===== config.mk =====
export PLATFORM = sky130hd
export DESIGN_NAME = wall_follow_wheel_speed
export DESIGN_NICKNAME = d
export VERILOG_FILES = /design/src/rtl/wfws_pkg.sv /design/src/rtl/wfws_ctrl.sv /design/src/rtl/wfws_dp.sv /design/src/rtl/wall_follow_wheel_speed.sv
export SDC_FILE = /design/constraint.sdc
export NUM_CORES = 2
export LEC_CHECK = 0
export ABC_AREA = 1
export BUFFER_PORTS_ARGS = -buffer_cell sky130_fd_sc_hd__buf_2
export CAP_MARGIN = 20
export CORE_ASPECT_RATIO = 1.2
export CORE_MARGIN = 3
export CORE_UTILIZATION = 40
export CTS_CLUSTER_DIAMETER = 80
export DETAILED_ROUTE_END_ITERATION = 8
export SLEW_MARGIN = 20
export SYNTH_ARGS = -nofsm -noshare
export SYNTH_HDL_FRONTEND = slang
export SYNTH_HIERARCHICAL = 1
export SYNTH_SLANG_ARGS = --single-unit

===== constraint.sdc =====
create_clock -name clk -period 37 [get_ports clk]
set_input_delay 9.25 -clock clk [delete_from_list [all_inputs] [get_ports clk]]
set_output_delay 9.25 -clock clk [all_outputs]
set_load 0.005 [all_outputs]

===== src/rtl/wfws_pkg.sv =====
// ----------------------------------------------------------------------------
// wfws_pkg
// Types and constants shared by the wall-follow wheel speed block.
// ----------------------------------------------------------------------------
`default_nettype none
package wfws_pkg;

  localparam int CURV_LIMIT   = 1536;
  localparam int CURV_NO_WALL = 2048;
  localparam int SQ_BITS      = 26;

  localparam logic [2:0] MODE_FOLLOW  = 3'd0;
  localparam logic [2:0] MODE_NO_WALL = 3'd1;
  localparam logic [2:0] MODE_REVERSE = 3'd2;
  localparam logic [2:0] MODE_TURN_R  = 3'd3;
  localparam logic [2:0] MODE_TURN_L  = 3'd4;

  localparam logic [2:0] REG_VALID_MAX = 3'd0;
  localparam logic [2:0] REG_VALID_MIN = 3'd1;
  localparam logic [2:0] REG_OBSTACLE  = 3'd2;
  localparam logic [2:0] REG_TARGET    = 3'd3;
  localparam logic [2:0] REG_BASE      = 3'd4;
  localparam logic [2:0] REG_TURN      = 3'd5;

  typedef enum logic [2:0] {
    ST_IDLE,
    ST_CURV,
    ST_SCALE,
    ST_DIV,
    ST_FIN,
    ST_OUT
  } state_t;

  typedef struct packed {
    logic load;
    logic curv;
    logic scale;
    logic div_start;
    logic div_step;
    logic fin;
  } cmd_t;

  typedef struct packed {
    logic div_last;
  } status_t;

endpackage
`default_nettype wire


===== src/rtl/wfws_ctrl.sv =====
// ----------------------------------------------------------------------------
// wfws_ctrl
// Sequencer: load, curvature, scale, serial divide, finish, output.
// ----------------------------------------------------------------------------
`default_nettype none
module wfws_ctrl
  import wfws_pkg::*;
(
  input  wire logic    clk,
  input  wire logic    rst,
  input  wire logic    in_valid,
  output logic         in_stall,
  output logic         out_valid,
  input  wire logic    out_stall,
  output cmd_t         cmd,
  input  wire status_t status
);

  state_t state, state_next;

  always_ff @(posedge clk) begin
    if (rst) begin
      state <= ST_IDLE;
    end else begin
      state <= state_next;
    end
  end

  always_comb begin
    state_next = state;
    cmd = '0;
    in_stall = 1'b1;
    out_valid = 1'b0;
    case (state)
      ST_IDLE: begin
        in_stall = 1'b0;
        if (in_valid) begin
          cmd.load = 1'b1;
          state_next = ST_CURV;
        end
      end
      ST_CURV: begin
        cmd.curv = 1'b1;
        state_next = ST_SCALE;
      end
      ST_SCALE: begin
        cmd.scale = 1'b1;
        cmd.div_start = 1'b1;
        state_next = ST_DIV;
      end
      ST_DIV: begin
        cmd.div_step = 1'b1;
        if (status.div_last) state_next = ST_FIN;
      end
      ST_FIN: begin
        cmd.fin = 1'b1;
        state_next = ST_OUT;
      end
      ST_OUT: begin
        out_valid = 1'b1;
        in_stall = out_stall;
        if (!out_stall) begin
          if (in_valid) begin
            cmd.load = 1'b1;
            state_next = ST_CURV;
          end else begin
            state_next = ST_IDLE;
          end
        end
      end
      default: state_next = ST_IDLE;
    endcase
  end

endmodule
`default_nettype wire


===== src/rtl/wfws_dp.sv =====
// ----------------------------------------------------------------------------
// wfws_dp
// Datapath: validity, curvature, speed ratio by restoring division, override.
// ----------------------------------------------------------------------------
`default_nettype none
module wfws_dp
  import wfws_pkg::*;
#(
  parameter int DIST_BITS       = 12,
  parameter int SPEED_FRAC_BITS = 8
) (
  input  wire logic                 clk,
  input  wire logic                 rst,
  input  wire cmd_t                 cmd,
  output status_t                   status,
  input  wire logic [11:0]          valid_max_mm,
  input  wire logic [11:0]          valid_min_mm,
  input  wire logic [11:0]          obstacle_mm,
  input  wire logic [12:0]          wall_sum_target_mm,
  input  wire logic [6:0]           base_speed,
  input  wire logic [6:0]           turn_speed,
  input  wire logic [DIST_BITS-1:0] front_center_mm,
  input  wire logic [DIST_BITS-1:0] front_left_mm,
  input  wire logic [DIST_BITS-1:0] front_right_mm,
  input  wire logic [DIST_BITS-1:0] left_rear_mm,
  input  wire logic [DIST_BITS-1:0] right_front_mm,
  input  wire logic [DIST_BITS-1:0] right_rear_mm,
  output logic signed [15:0]        left_speed,
  output logic signed [15:0]        right_speed,
  output logic [2:0]                drive_mode
);

  localparam int FW = 7 + SPEED_FRAC_BITS + 1;   // full, signed
  localparam int NW = FW + 13;                  // full*num numerator
  localparam int QW = NW;
  localparam int CW = $clog2(QW + 1);
  localparam int NSW = 2*DIST_BITS + 2;         // n sum width
  localparam int TW = 27;                       // clamped n*256+5000

  // per-item registers
  logic                 rf_ok, obst, all_close, go_left;
  logic signed [SQ_BITS-1:0] prev_sq;
  logic signed [NSW+8:0] n_reg;
  logic signed [12:0]    c256;
  logic [NW-1:0]         rem, quo;
  logic [12:0]           den;
  logic [CW-1:0]         cnt;
  logic signed [FW-1:0]  full;

  function automatic logic ok(input logic [DIST_BITS-1:0] r,
                              input logic [11:0] mx, input logic [11:0] mn);
    ok = ({12'd0, r} < {{(DIST_BITS){1'b0}}, mx}) &&
         ({12'd0, r} > {{(DIST_BITS){1'b0}}, mn});
  endfunction

  function automatic logic near(input logic [DIST_BITS-1:0] r,
                                input logic [11:0] mx, input logic [11:0] mn,
                                input logic [11:0] ob);
    near = ok(r, mx, mn) && ({12'd0, r} < {{(DIST_BITS){1'b0}}, ob});
  endfunction

  // load stage: square and linear term
  logic signed [DIST_BITS:0]   diff;
  logic signed [2*DIST_BITS+1:0] sq;
  logic signed [NSW+8:0]       n_c;
  always_comb begin
    diff = $signed({1'b0, right_front_mm}) - $signed({1'b0, right_rear_mm});
    sq = diff * diff;
    if (right_front_mm <= right_rear_mm) sq = -sq;
    n_c = 250 * ($signed({{(NSW+9-DIST_BITS){1'b0}}, right_front_mm})
               + $signed({{(NSW+9-DIST_BITS){1'b0}}, right_rear_mm})
               - $signed({{(NSW-4){1'b0}}, wall_sum_target_mm}))
        + 39 * (NSW+9)'(sq) - 9 * (NSW+9)'(prev_sq);
  end

  // curvature: floor((n*256+5000)/10000) via multiply by reciprocal + fixup;
  // |n| beyond 2^16 always clamps, so n is bounded first
  logic signed [NSW+8:0] n_s;
  logic signed [TW-1:0]  t;
  logic signed [63:0]    prod;
  logic signed [TW-1:0]  qe;
  logic signed [31:0]    r;
  logic signed [TW-1:0]  cq;
  always_comb begin
    if (n_reg > 65535) n_s = (NSW+9)'(65535);
    else if (n_reg < -65536) n_s = -(NSW+9)'(65536);
    else n_s = n_reg;
    t = TW'(n_s * 256 + 5000);
    prod = 64'(t) * 64'sd109951163;
    qe = TW'(prod >>> 40);
    r = 32'(t) - 32'(qe) * 10000;
    cq = qe;
    if (r < 0) cq = qe - 27'sd1;
    else if (r >= 10000) cq = qe + 27'sd1;
  end

  always_ff @(posedge clk) begin
    if (rst) begin
      prev_sq <= '0;
    end else if (cmd.load && ok(right_front_mm, valid_max_mm, valid_min_mm)) begin
      prev_sq <= SQ_BITS'(sq);
    end
  end

  always_ff @(posedge clk) begin
    if (cmd.load) begin
      rf_ok <= ok(right_front_mm, valid_max_mm, valid_min_mm);
      obst <= near(front_center_mm, valid_max_mm, valid_min_mm, obstacle_mm);
      all_close <= near(front_left_mm, valid_max_mm, valid_min_mm, obstacle_mm) &&
                   near(front_right_mm, valid_max_mm, valid_min_mm, obstacle_mm);
      go_left <= !ok(left_rear_mm, valid_max_mm, valid_min_mm) ||
                 (left_rear_mm > right_rear_mm);
      n_reg <= n_c;
      full <= FW'({1'b0, base_speed}) <<< SPEED_FRAC_BITS;
    end
    if (cmd.curv) begin
      if (!rf_ok) c256 <= 13'(CURV_NO_WALL);
      else if (cq > CURV_LIMIT) c256 <= 13'(CURV_LIMIT);
      else if (cq < -CURV_LIMIT) c256 <= -13'(CURV_LIMIT);
      else c256 <= 13'(cq);
    end
  end

  // scale: numerator full*num + den/2, then restoring division
  logic [12:0] num_c, den_c;
  logic [NW:0] trial;
  always_comb begin
    if (c256 > 0) begin
      num_c = 13'd2560;
      den_c = 13'(14'sd5120 - c256);
    end else begin
      num_c = 13'(13'sd2560 + c256);
      den_c = 13'(14'sd5120 + c256);
    end
    trial = {1'b0, rem[NW-2:0], quo[NW-1]} - {{(NW-12){1'b0}}, den};
  end

  always_ff @(posedge clk) begin
    if (cmd.scale) begin
      den <= den_c;
      quo <= NW'(full[FW-2:0]) * NW'(num_c) + NW'(den_c >> 1);
      rem <= '0;
      cnt <= CW'(QW - 1);
    end else if (cmd.div_step) begin
      if (!trial[NW]) begin
        rem <= trial[NW-1:0];
        quo <= {quo[NW-2:0], 1'b1};
      end else begin
        rem <= {rem[NW-2:0], quo[NW-1]};
        quo <= {quo[NW-2:0], 1'b0};
      end
      cnt <= cnt - 1'b1;
    end
  end
  assign status.div_last = (cnt == '0);

  function automatic logic [15:0] sat(input logic signed [FW:0] v);
    if (v > 32767) sat = 16'h7fff;
    else if (v < -32768) sat = 16'h8000;
    else sat = v[15:0];
  endfunction

  logic signed [FW:0] lft, rgt, turn_f, full_x;
  always_comb begin
    full_x = {full[FW-1], full};
    turn_f = (FW+1)'({1'b0, turn_speed}) <<< SPEED_FRAC_BITS;
    lft = $signed({1'b0, quo[FW-1:0]});
    rgt = full_x - lft;
  end

  always_ff @(posedge clk) begin
    if (cmd.fin) begin
      if (obst && all_close) begin
        left_speed <= sat(-(full_x >>> 1));
        right_speed <= sat(-(full_x >>> 1));
        drive_mode <= MODE_REVERSE;
      end else if (obst && go_left) begin
        left_speed <= sat(turn_f);
        right_speed <= sat(full_x - turn_f);
        drive_mode <= MODE_TURN_L;
      end else if (obst) begin
        right_speed <= sat(turn_f);
        left_speed <= sat(full_x - turn_f);
        drive_mode <= MODE_TURN_R;
      end else begin
        left_speed <= sat(lft);
        right_speed <= sat(rgt);
        drive_mode <= rf_ok ? MODE_FOLLOW : MODE_NO_WALL;
      end
    end
  end

endmodule
`default_nettype wire


===== src/rtl/wall_follow_wheel_speed.sv =====
// ----------------------------------------------------------------------------
// wall_follow_wheel_speed
// Right wall following PD steering for a differential drive.
// Input channel: in_valid/in_stall with seven range readings per beat.
// Output channel: out_valid/out_stall with left/right speeds (Q8.8) and mode.
// Config channel: cfg_valid/cfg_ready, cfg_index selects the register;
// writes are taken every cycle, unknown indexes are ignored.
// Each item runs through load, curvature, scale, a bit-serial restoring
// division that forms the left/right speed ratio, finish and output.
// One item is in work at a time; a new item is taken
// in the cycle its predecessor's result is taken.
// While a result waits under out_stall it holds and no new item is accepted.
// Reset clears the sequencer, restores register defaults and clears the
// stored signed square of the previous update.
// ----------------------------------------------------------------------------
`default_nettype none
module wall_follow_wheel_speed
  import wfws_pkg::*;
#(
  parameter int DIST_BITS       = 12,
  parameter int SPEED_FRAC_BITS = 8
) (
  input  wire logic                 clk,
  input  wire logic                 rst,
  input  wire logic                 cfg_valid,
  output logic                      cfg_ready,
  input  wire logic [2:0]           cfg_index,
  input  wire logic [12:0]          cfg_data,
  input  wire logic                 in_valid,
  output logic                      in_stall,
  input  wire logic [DIST_BITS-1:0] front_center_mm,
  input  wire logic [DIST_BITS-1:0] front_left_mm,
  input  wire logic [DIST_BITS-1:0] front_right_mm,
  input  wire logic [DIST_BITS-1:0] left_front_mm,
  input  wire logic [DIST_BITS-1:0] left_rear_mm,
  input  wire logic [DIST_BITS-1:0] right_front_mm,
  input  wire logic [DIST_BITS-1:0] right_rear_mm,
  output logic                      out_valid,
  input  wire logic                 out_stall,
  output logic signed [15:0]        left_speed,
  output logic signed [15:0]        right_speed,
  output logic [2:0]                drive_mode
);

  logic [11:0] valid_max_mm, valid_min_mm, obstacle_mm;
  logic [12:0] wall_sum_target_mm;
  logic [6:0]  base_speed, turn_speed;
  cmd_t        cmd;
  status_t     status;

  assign cfg_ready = 1'b1;

  always_ff @(posedge clk) begin
    if (rst) begin
      valid_max_mm <= 12'd500;
      valid_min_mm <= 12'd20;
      obstacle_mm <= 12'd200;
      wall_sum_target_mm <= 13'd300;
      base_speed <= 7'd50;
      turn_speed <= 7'd10;
    end else if (cfg_valid) begin
      case (cfg_index)
        REG_VALID_MAX: valid_max_mm <= cfg_data[11:0];
        REG_VALID_MIN: valid_min_mm <= cfg_data[11:0];
        REG_OBSTACLE:  obstacle_mm <= cfg_data[11:0];
        REG_TARGET:    wall_sum_target_mm <= cfg_data;
        REG_BASE:      base_speed <= cfg_data[6:0];
        REG_TURN:      turn_speed <= cfg_data[6:0];
        default: ;
      endcase
    end
  end

  wfws_ctrl u_ctrl (
    .clk(clk), .rst(rst), .in_valid(in_valid), .in_stall(in_stall),
    .out_valid(out_valid), .out_stall(out_stall), .cmd(cmd), .status(status)
  );

  wfws_dp #(.DIST_BITS(DIST_BITS), .SPEED_FRAC_BITS(SPEED_FRAC_BITS)) u_dp (
    .clk(clk), .rst(rst), .cmd(cmd), .status(status),
    .valid_max_mm(valid_max_mm), .valid_min_mm(valid_min_mm),
    .obstacle_mm(obstacle_mm), .wall_sum_target_mm(wall_sum_target_mm),
    .base_speed(base_speed), .turn_speed(turn_speed),
    .front_center_mm(front_center_mm), .front_left_mm(front_left_mm),
    .front_right_mm(front_right_mm), .left_rear_mm(left_rear_mm),
    .right_front_mm(right_front_mm), .right_rear_mm(right_rear_mm),
    .left_speed(left_speed), .right_speed(right_speed), .drive_mode(drive_mode)
  );

  logic unused;
  assign unused = ^left_front_mm;

endmodule
`default_nettype wire


==> impl_metrics.tcl <==
set metrics [dict create \
    status "completed" \
    timing.final.crit_share_pct 61.23 \
    critPathLaunchType "input pin" \
    core-area_sq_um 124000 \
    crit_start "right_rear_mm[2]" \
    via_count 39280 \
    finClkSkew_ns 0.03768 \
    synthTopCellsByCount "inv_1, nand2_1, ha_1, fa_1, nor2_1" \
    crit_fanout 10 \
    ys_seq_area_share_pct 13.10 \
    slew_headroom_pct 30.03 \
    synth-async-reset-ratio_pct 0 \
    dieArea_sq_um 130000 \
    n_fill_cell 12410 \
    netlist_instances 6103 \
    wl_per_cell_microns 16.34 \
    synthDominantCellAreaShare_pct 25.84 \
    post-cts-setup-buffers 0 \
    ys_seq_elements 261 \
    cts-htree-levels 2 \
    cts_buffers 37 \
    viasPerCell 4.980 \
    drc_errors 0 \
    wirelength_mm 128.9 \
    hold_path.class "reg -> reg" \
    io_pins 143 \
    yosysTopAreaCell "fa_1" \
    syn-num-nets 7711 \
    worstReg2RegEnd "u_dp/c256[1]$_SDFFCE_PP0P_" \
    largest_register_ffs 35 \
    fp-row-count 141 \
    cp.depth 66 \
    die_x_microns 329.6 \
    setup_viol 0 \
    grt_max_degree 64 \
    cts-root-buf "clkbuf_16" \
    grt_use_total_pct 20.17 \
    crit_family "adder cells" \
    fin_crit_ns 22.65 \
    drive_gt1_share_pct 5.879 \
    slew_viol_final 0 \
    ant_nets 0 \
    yosysMostFrequentCell "inv_1" \
    crit_path_end "u_dp/n_reg[34]$_DFFE_PP_" \
    crit_path_max_incr_delay_ns 0.64 \
    synth_warnings 6 \
    r2r_slack_ns 18.48 \
    clock_sinks 261 \
    max_freq_mhz 44.14 \
    min-delay-start "base_speed[6]$_SDFFE_PP0P_" \
    clock_path_buffers 3 \
    initial_utilization_pct 40.54 \
    crit_top_cell "inv_1" \
    drtIter0Drc 1957 \
    synth_flop_cell "edfxtp_1" \
    crit_arrival_ns 22.96 \
    yosysUniqueCellTypes 69 \
    portBuffers 129 \
    dp_hpwl_mm 111.0 \
    areaGrowthSynthToFinish_pct 7.652 \
    cp_slowest_cell "xor2_1" \
    synth_area_per_cell_sq_um 8.238 \
    hold_buffers 0 \
    rsz0062_at_grt "no" \
    gp_congestion 0.9202 \
    hold_viol_final 0 \
    synth_edf_count 136 \
    grt-ovfl-total 0 \
    reg2regPathDepth 88 \
    worst_pin_slew_ns 1.039 \
    synth_area_sq_um 50280 \
    reg2reg_from "u_dp/n_reg[17]$_DFFE_PP_" \
    drv_cap 0 \
    endpoint_kind "register" \
    diodes 0 \
    insertion_delay_ns 0.57 \
    antenna_found_initial 3 \
    first_global_vias 40320 \
    worstPathRequired_ns 37.31 \
    crit_buf_inv 15 \
    ctsResizeCount 0 \
    fin_nets 7822 \
    final.setup.tns_ns 0 \
    clk_pin_slew_ns 0.06 \
    die_h_microns 394.4 \
    grt_pass1_wl_mm 210.6 \
    synth.area.top_cells "fa_1, ha_1, inv_1" \
    path_class "in -> reg" \
    cts_tree "built" \
    first_pass_iters 6 \
]
-- cell usage in the layout, fill, tap and decap left out, drive strengths merged, types with 12 or more instances in the layout --
master  instances
a21o           12
a21oi         352
a31oi          17
buf           153
clkbuf         42
clkinv         15
dfxtp         125
edfxtp        136
fa            649
ha            854
inv          1486
nand2         919
nand3         216
nand4          46
nor2          486
nor3           62
nor4           18
o211ai         34
o21ai         204
o21bai         30
o31ai          12
or2            29
xnor2          80
xor2          182
-- how the worst min path moves through the flow --
stage | end | slack, ns | depth (start not counted)
6_report | u_dp/full[14]$_DFFE_PP_ | 0.43 | 0
5_1_grt | u_dp/full[9]$_DFFE_PP_ | 0.45 | 0
4_1_cts | u_dp/full[14]$_DFFE_PP_ | 0.43 | 0
3_5_place_dp | u_dp/full[14]$_DFFE_PP_ | 0.42 | 0
3_3_place_gp | u_dp/full[8]$_DFFE_PP_ | 0.42 | 0
2_1_floorplan | u_dp/full[12]$_DFFE_PP_ | 0.41 | 0
-- area by class of cell --
cell class | instances | area (sq um) | area share (%)
Sequential cell | 261 | 6586 | 12.17
Tap cell | 1644 | 2057 | 3.800
Clock buffer | 42 | 965.9 | 1.785
Timing Repair Buffer | 153 | 858.3 | 1.586
Inverter | 1481 | 5559 | 10.27
Clock inverter | 26 | 292.8 | 0.5409
Multi-Input combinational cell | 4280 | 37810 | 69.85
-- layer usage --
layer / vias to the layer above / global-route usage [%] / share of wire (%) / wire, microns
met4: 0 / 5.716 / 3.0 / 3830
met1: 18950 / 26.41 / 44 / 56160
met5: - / 0 / 0 / 0
li1: 19350 / - / - / -
met3: 202 / 1.904 / 4.3 / 5537
met2: 779 / 35.31 / 49 / 63380
-- logic make-up (layout without fill, tap and decap cells) --
kind of cell | Yosys count | count (layout) | share of synthesized area [%]
compound gates | 724 | 724 | 8.153
xor+xnor | 262 | 262 | 4.624
fa+ha+maj | 1503 | 1503 | 47.09
buf+inv | 1562 | 1702 | 11.77
flops | 261 | 261 | 13.10
other cells | 2 | 2 | 0.01494
simple gates | 1789 | 1789 | 15.25
-- per-stage QoR --
stage	hold WS (ns)	setup WS (ns)	cell area (sq um)	std cells	utilization, %
2_1_floorplan	0.4086	15.56	50280	6103	-
3_3_place_gp	0.4197	14.03	52810	7817	42.58
3_5_place_dp	0.4175	13.77	52820	7817	42.59
4_1_cts	0.4316	14.38	54080	7885	43.60
5_1_grt	0.4483	13.29	54130	7887	43.64
6_report	0.4308	14.35	54130	7887	43.64
-- worst reg2reg max path: cells and delay by family, from the launching register on --
family	cells	cell delay, ns
and+or+nand+nor	33	4.13
xor gates and xnor gates	4	1.66
buffers and inverters	14	1.83
AOI/OAI and AO/OA	22	3.91
DFF	1	0.35
adders and majority gates	15	6.51
Power is not shown: default switching activity piles up to over one toggle a cycle in this logic, so the estimate is an artifact.
